`config.mk`:
```
export PLATFORM = sky130hd
export DESIGN_NAME = scba_ffs
export DESIGN_NICKNAME = d
export VERILOG_FILES = /design/src/rtl/scba_pkg.sv /design/src/rtl/scba_ffs.sv
export SDC_FILE = /design/constraint.sdc
export NUM_CORES = 1
export LEC_CHECK = 0
export BUFFER_PORTS_ARGS = -buffer_cell sky130_fd_sc_hd__buf_4
export CAP_MARGIN = 20
export CELL_PAD_IN_SITES_DETAIL_PLACEMENT = 1
export CELL_PAD_IN_SITES_GLOBAL_PLACEMENT = 1
export CORE_MARGIN = 10
export CORE_UTILIZATION = 26
export DETAILED_ROUTE_END_ITERATION = 6
export PLACE_DENSITY = 0.95
export SLEW_MARGIN = 15
export SYNTH_ARGS = -nofsm -noshare
export SYNTH_HDL_FRONTEND = slang
export SYNTH_SLANG_ARGS = --single-unit
```
`constraint.sdc`:
```
create_clock -name vclk -period 4.9
set_input_delay 0.98 -clock vclk [all_inputs]
set_output_delay 0.98 -clock vclk [all_outputs]
set_load 0.005 [all_outputs]
```
`src/rtl/scba_pkg.sv`:
```
package scba_pkg;

    // grain address width of the request and response words
    localparam int unsigned ADDR_W = 12;

    typedef enum logic [2:0] {
        OP_ALLOC   = 3'd0,
        OP_FREE    = 3'd1,
        OP_RELEASE = 3'd2,
        OP_QSIZE   = 3'd3,
        OP_QALLOC  = 3'd4
    } t_op;

    typedef enum logic [1:0] {
        STS_OK        = 2'd0,
        STS_NO_SPACE  = 2'd1,
        STS_NOT_ALLOC = 2'd2
    } t_status;

    // result of a find-first-set search
    typedef struct packed {
        logic        found;
        logic [15:0] idx;
    } t_ffs;

endpackage

```
`src/rtl/scba_ffs.sv`:
```
// lowest set bit of a vector
module scba_ffs #(
    parameter int unsigned WIDTH = 64
) (
    input  logic [WIDTH-1:0] i_vec,
    output scba_pkg::t_ffs   o_res
);
    always_comb begin
        o_res = '0;
        for (int i = WIDTH - 1; i >= 0; i--) begin
            if (i_vec[i]) begin
                o_res.found = 1'b1;
                o_res.idx   = 16'(i);
            end
        end
    end
endmodule

```
-- Word-level counts from Yosys, hierarchy flattened
Cells that the tools add are included.
- multiplexer cells: 64
- operator list (cell ; count):
    17-bit two-way mux ; 64
- bits of input ports: 64
- output and inout port bits: 17
- flip-flop bits (word level): 0
- logic and storage cells: 64

-- Logic depth before layout (Yosys ltp)
- depth after elaboration: 64
- depth in mapped cells: 5
- gate-level depth less buffers: 5

-- Worst setup path after synthesis
OpenSTA, ideal clock, no wires.
- path kind: input to output
- from: input i_vec[47]
- to: output o_res[1] (netlist name)
- slack: 1.692 ns
- data required time: 3.920 ns
- stages: 5
- arrival time: 2.228 ns
- buffers on the path: 0
- path through: or4_4 or3_1 a31oi_1 o21ai_1 a22o_1
- RTL lines (element ; RTL line ; RTL):
    from (decl) ; scba_ffs.sv:5 ; input logic [WIDTH-1:0] i_vec,
    to (decl) ; scba_ffs.sv:6 ; output scba_pkg::t_ffs o_res

==> flow_summary.toml <==
[layout]
seq_cell_count = 0
seq_area_um2 = 0
nNetsFinal = 297
drive_gt1_frac = 0.312
layout_common_cells = "buf_4 (71), nor2_1 (31), nor3_1 (14), nor4_1 (14), a21oi_1 (13)"
areaGrowthSynthToFinish_pct = 60.2
clkbuf_count = 0
multiInputGateArea_um2 = 837
layout_commonest_cell = "buf_4"
fillCellCount = 505
diodes = 0

[logic_synthesis]
synth.mux.area_fraction = 0
ys_seq_area_frac = 0
syn_avg_cell_area_um2 = 5.67
synth-xor-area-share = 0
ys_warn_count = 0
yosys.area_share.simple = 0.521
yosys-top-cells-area = "nor2_1 (13%), nor4_1 (9.6%), buf_4 (8.2%), nor3_1 (7.7%), a21oi_1 (7.1%)"
synth_compound_area_frac = 0.355
yosys.cell_types.count = 30
synth_top_area_cell = "nor2_1"
synth_top_area_frac = 0.128
netlist_instances = 161
synth_area_um2 = 912
synth_top_family_by_area = "simple AND/OR/NAND/NOR gates"
yosys.area_share.adder = 0

[routing]
via_count = 1465
ant_nets = 0
finalWirelength_mm = 4.59
first_pass_iters = 4
wire_per_inst_um = 16.6
drc = 0
viasPerCell = 5.29
drt_iter0_drc = 76

[setup_path]
criticalPathCategory = "in2out"
critPathLaunchType = "input pin"
path_common_cell = "buf_4"
cpPeakStageDelay_ns = 0.54
cp_cell_sequence = "buf_4, or4_4, or3_1, a31oi_1, o21ai_1, a22o_1, buf_4"
slowest_stage = "or4_4"
cp-end-kind = "primary output"
worstPathArrival_ns = 2.58
crit_fanout = 3
critPathRequiredTime_ns = 3.92

[grt]
track_usage = 0.136
grt_pass1_wl_mm = 7.39
grt_max_degree = 7
grt_pass1_vias = 1603
grt.overflow.total = 0
antenna_found_initial = 0

[pwr]
p_comb_frac = 1.000
peakVddDrop_mv = 0.0264
powerDensity_nw_per_um2 = 64.5
clkPwrFrac = 0
intPower_mw = 0.0493
seq_power_share = 0
power_mw = 0.0943
swShare = 0.477
p_sw_mw = 0.0450
cellLeakagePower_nw = 0.612

[clock_tree]
cts_resized = 0
hold_buffers = 0
cts_setup_buffers = 0

[timing]
setup-violations-final = 0
hold_ws_ns = 2.36
worst_slack_ns = 1.34
finalMaxSlewViolations = 0
hold_viol = 0
worst_pin_slew_ns = 0.601
fmax_mhz = 281
relSlewSlack = 0.595
fin_crit_ns = 3.56
tns_ns = 0
rsz0062_at_grt = "false"
min_period_over_period = 0.726

[floorplan]
die_w_um = 79.2
die_area_um2 = 6280
rows = 21
die_y_um = 79.2
design.core.area_um2 = 3360
io_pins = 81
start_util = 0.271

[placed_design]
place_ws_ns = 1.35
place_congestion = 0.816
place_hpwl_mm = 4.24
portBuffers = 71

[worst_hold_path]
hold_path.class = "in2out"

[status]
status = "finished clean"

[run]
drv_cap = 0
-- final timing paths --
check	start	endpoint	slack, ns	cells after the start
setup / recovery	i_vec[47]	o_res[1]	1.34	7
hold / removal	i_vec[1]	o_res[2]	2.36	4
-- stage by stage --
| stage | instances | utilization | area (µm²) |
|---|---|---|---|
| 2_1_floorplan | 170 | - | 946 |
| 3_3_place_gp | 277 | 0.435 | 1460 |
| 3_5_place_dp | 277 | 0.435 | 1460 |
| 6_report | 277 | 0.435 | 1460 |
| 5_1_grt | 277 | 0.435 | 1460 |
| 4_1_cts | 277 | 0.435 | 1460 |
-- cell type report --
cell class,count,share of cell area
inverter,9,0.0231
tap,46,0.0394
multi-input combinational,151,0.573
timing repair buffer,71,0.365
-- power by group through the flow --
stage | clock (mW) | sequential [mW] | combinational [mW]
3_5_place_dp | 0 | 0 | 0.0937
5_1_grt | 0 | 0 | 0.105
4_1_cts | 0 | 0 | 0.0939
3_3_place_gp | 0 | 0 | 0.0912
2_1_floorplan | 0 | 0 | 0.0331
6_report | 0 | 0 | 0.0943
-- cell usage after synthesis --
library cell	count
a21oi_1	13
a221o_1	1
a221oi_1	1
a22o_1	1
a31oi_1	4
and3_1	1
buf_4	10
conb_1	1
inv_1	9
nand2_1	7
nand2b_1	3
nand3_1	5
nor2_1	31
nor2b_1	4
nor3_1	14
nor3b_1	1
nor4_1	14
nor4b_1	1
o2111ai_1	4
o211ai_1	2
o21a_1	4
o21ai_0	7
o21ai_1	1
o21bai_1	3
o221ai_1	2
o311ai_0	1
o31ai_1	5
or3_1	2
or4_1	8
or4_4	1
-- routing by layer --
| metal | track usage | vias to the layer above | wire [µm] |
|---|---|---|---|
| li1 | - | 753 | - |
| met2 | 0.261 | 47 | 2360 |
| met1 | 0.153 | 665 | 1900 |
| met4 | 0 | 0 | 0 |
| met3 | 0.0383 | 0 | 332 |
| met5 | 0 | - | 0 |
-- cells by family (layout without fill, tap and decap cells) --
group	count (synthesis)	in the layout
compound gates	49	49
simple gates	92	92
other cells	1	10
buf+inv	19	80
-- worst max-delay path: cells and delay by family --
family          cells  cell delay, ns
compound gates      3            0.47
simple gates        2            0.87
buf+inv             2            0.26
Power figures use the tool's default switching activity.
