==> config.mk <==
export PLATFORM = sky130hd
export DESIGN_NAME = scba_ram
export DESIGN_NICKNAME = d
export VERILOG_FILES = /design/src/rtl/scba_ram.sv
export SDC_FILE = /design/constraint.sdc
export NUM_CORES = 1
export LEC_CHECK = 0
export BUFFER_PORTS_ARGS = -buffer_cell sky130_fd_sc_hd__buf_2
export CORE_MARGIN = 3
export CORE_UTILIZATION = 56
export DETAILED_ROUTE_END_ITERATION = 8
export PLACE_DENSITY_LB_ADDON = 0.3
export SLEW_MARGIN = 20
export SYNTH_ARGS = -nofsm -noshare
export SYNTH_HDL_FRONTEND = slang
export SYNTH_SLANG_ARGS = --single-unit
==> constraint.sdc <==
create_clock -name i_clk -period 2.4 [get_ports i_clk]
set_input_delay 0.48 -clock i_clk [delete_from_list [all_inputs] [get_ports i_clk]]
set_output_delay 0.48 -clock i_clk [all_outputs]
set_load 0.01 [all_outputs]
==> src/rtl/scba_ram.sv <==
// single-port-write, registered-read record memory
module scba_ram #(
    parameter int unsigned DW    = 8,
    parameter int unsigned DEPTH = 64
) (
    input  logic                     i_clk,
    input  logic                     i_we,
    input  logic [$clog2(DEPTH)-1:0] i_waddr,
    input  logic [DW-1:0]            i_wdata,
    input  logic                     i_re,
    input  logic [$clog2(DEPTH)-1:0] i_raddr,
    output logic [DW-1:0]            o_rdata
);
    logic [DW-1:0] mem [DEPTH];
    logic [DW-1:0] r_rdata;

    always_ff @(posedge i_clk) begin
        if (i_we) begin
            mem[i_waddr] <= i_wdata;
        end
    end

    // read data holds until the next read
    always_ff @(posedge i_clk) begin
        if (i_re) begin
            r_rdata <= mem[i_raddr];
        end
    end

    assign o_rdata = r_rdata;
endmodule

# Word level (Yosys, flattened, before mapping)
# Memory sizes are Yosys's and may differ from the RTL's. A register that Yosys moved wholly into a read port is not among the register bits.
# Index checks and enable logic that the tools add are counted.
# Widths: inputs -> output; s select.
[classes]
n_mux = 2
[ops]
columns = ["operator", "count"]
rows = [
  ["$mux 1", 2],
]
[word_totals]
memories = 1
word_cells = 3
output_inout_bits = 8
ram_bits = 512
regBits = 0
[mem_list]
columns = ["name", "depth", "width", "rd", "rd_ports_with_merged_regs", "write_ports", "line_no", "rtl"]
rows = [
  ["mem", 64, 8, 1, 1, 1, "14", "logic [DW-1:0] mem [DEPTH];"],
]

# Logic depth before layout (Yosys ltp)
[depth]
ltp_word = 2
mapped_depth = 9
depth_no_buf = 5

# Worst setup path before layout
# No wires, ideal clock.
[synth_timing]
path_type = "input to register"
startpoint = "input i_raddr[1]"
endpoint = "register r_rdata[3] (netlist: o_rdata[3]), read port of mem, data pin"
arrival_time_ns = 2.020
setup_ns = 0.266
setup_slack_ns = 0.114
path_stages = 7
path_cell_list = "buf_4 > buf_2 > buf_2 > mux4_2 > mux4_2 > o21ai_1 > o41ai_1"
[synth_lines]
columns = ["element", "line_no", "rtl"]
rows = [
  ["start: declaration", "11", "input logic [$clog2(DEPTH)-1:0] i_raddr,"],
  ["end: declaration", "15", "logic [DW-1:0] r_rdata;"],
]

==> results.json <==
{
  "hold_viol_final": 0,
  "r2r_cells": 5,
  "hold_path.class": "input port to flop",
  "ios": 31,
  "synth_common_cells": "edfxtp_1 (520), mux4_2 (126), nor2_1 (83)",
  "synthFlopType": "edfxtp_1",
  "fin_nets": 1138,
  "post_cts_resized": 0,
  "multi_input_area_mm2": 0.00432,
  "crit_fanout": 8,
  "drtIter0Drc": 1159,
  "status": "finished clean",
  "yosys_warnings": 0,
  "htreeDepth": 2,
  "cts_root_buffer": "clkbuf_16",
  "grt_overflow": 0,
  "synth_top_area_share": 0.771,
  "skew_ps": 14.2,
  "tns_ps": 0,
  "cp-end-kind": "flop",
  "setup_viol": 0,
  "grt_pass1_vias": 10300,
  "ant_nets": 0,
  "vias_per_cell": 6.24,
  "place.gp.congestion": 0.875,
  "met2_length_um": 21300,
  "track_usage": 0.237,
  "cap_violations": 0,
  "die-height_um": 196,
  "die_width_um": 196,
  "hold_buffers": 0,
  "grt_pass1_wl_um": 66500,
  "syn_nets": 963,
  "fillCellCount": 2274,
  "synthCells": 940,
  "grt_max_degree": 65,
  "clk_latency_ps": 580,
  "whs_path_depth": 1,
  "synth_most_common_cell": "edfxtp_1",
  "rsz0062_at_grt": "false",
  "top_layer_used": "met5",
  "numCtsBuffers": 50,
  "cts_tree": "built",
  "arrival_ps": 2500,
  "tightest_slew_ps": 727,
  "relSlewSlack": 0.515,
  "slew_viol_final": 0,
  "power_density_mw_per_mm2": 793,
  "syn_area_mm2": 0.0202,
  "synth-async-reset-ratio": 0,
  "yosysTopAreaCell": "edfxtp_1",
  "clock-sinks": 520,
  "rows": 69,
  "timing.fmax_mhz": 457,
  "period_minus_slack_ps": 2190,
  "synth_edf_count": 520,
  "hpwlAfterDp_um": 28300,
  "ys_seq_area_frac": 0.771,
  "yosysUniqueCellTypes": 39,
  "met3_length_um": 4120,
  "wire_per_inst_um": 27.4,
  "portBuffers": 30,
  "clk_pin_slew_worst_paths_ps": 60,
  "drive_gt1_frac": 0.333,
  "post_cts_buffers": 0,
  "core-area_mm2": 0.0356,
  "synth_seq_cells": 520,
  "drc": 0,
  "p_leak_nw": 7.65,
  "start_util": 0.569,
  "whs_ps": 246,
  "antenna_found_initial": 3,
  "seqCellArea_mm2": 0.0156,
  "synth.area.top_cells": "edfxtp_1 (77%), mux4_2 (14%), nor2_1 (1.5%)",
  "period_share": 0.912,
  "cp.required_ps": 2710,
  "path_class": "input port to flop",
  "vias": 10100,
  "cp-start-kind": "input port",
  "area_growth_pct": 16.2,
  "cts_buffer_depth": 3,
  "ir_drop_mv": 0.630,
  "die-area_mm2": 0.0385,
  "syn_area_per_cell_um2": 21.5,
  "drt_pre_antenna_iters": 5,
  "drt_wl_total_um": 44200,
  "drt-met1-wl_um": 17400
}
-- routing by layer --
layer / GRT usage / up-vias
li1: - / 4279
met1: 0.336 / 5220
met2: 0.368 / 465
met3: 0.0642 / 96
met4: 0.0790 / 4
met5: 0 / -
-- sequential cells by signal, indices dropped and copies added (netlist names) --
signal	count
o_rdata	8
mem	512
-- power breakdown --
group / internal, mW / total [mW] / leakage [nW] / switching [mW]
clock: 4.32 / 7.53 / 0.747 / 3.21
sequential: 10.1 / 10.1 / 4.69 / 0.0273
combinational: 0.444 / 1.04 / 2.22 / 0.592
-- cell type report --
| class | count | area share |
|---|---|---|
| well taps | 461 | 0.0245 |
| flip-flops and latches | 520 | 0.664 |
| diodes | 1 | 0.000106 |
| multi-input cells | 369 | 0.183 |
| clock inverters | 23 | 0.00941 |
| clock buffers | 65 | 0.0565 |
| repair buffers | 174 | 0.0625 |
-- critical path: stages --
cell,delay [ps]
clkbuf_8,200
buf_12,170
buf_12,140
mux4_2,540
mux4_2,460
o21ai_0,410
nand2_1,90
-- kinds of logic (layout without fill, tap and decap cells) --
logic type	after synthesis	in the layout	synth area share
AO/OA/AOI/OAI	54	54	0.0206
multiplexers	162	162	0.159
flip-flops	520	520	0.771
buffers and inverters	51	262	0.0156
AND/OR/NAND/NOR	153	153	0.0337
other	0	1	0
-- cells in the final DEF, fill, tap and decap left out, types with 3 or more instances in the layout --
cell type / n
nor3_1: 7
clkinv_2: 8
buf_12: 18
o22ai_1: 8
clkinv_1: 6
o2111ai_1: 3
nor2b_1: 14
a22oi_1: 3
a211oi_1: 4
mux2_2: 13
o221ai_1: 8
clkbuf_1: 14
nand3b_1: 3
mux4_2: 126
bufinv_16: 4
buf_4: 128
nor2_1: 83
buf_2: 27
nand2_1: 19
nand2b_1: 7
a221oi_1: 6
a21oi_1: 3
clkinvlp_4: 4
o2bb2ai_1: 3
edfxtp_1: 520
clkbuf_16: 51
nand3_1: 13
mux2i_1: 23
-- per-stage QoR --
stage	cells	power, mW	worst slack (ps)	utilization	cell area (µm²)
2_1_floorplan	940	10.8	114	-	20200
3_3_place_gp	1524	11.3	-462	0.618	22000
3_5_place_dp	1524	11.3	-417	0.618	22000
4_1_cts	1612	18.8	189	0.661	23500
5_1_grt	1613	19.2	151	0.662	23500
6_report	1613	18.7	212	0.662	23500
-- final timing paths --
kind,endpoint,startpoint,slack (ps)
max,o_rdata[7],i_raddr[0],210
min,mem[17][2],i_wdata[2],250
max reg2reg,o_rdata[5],mem[2][5],290
min reg2reg,o_rdata[6],mem[30][6],900
(Power assumes the default switching activity.)
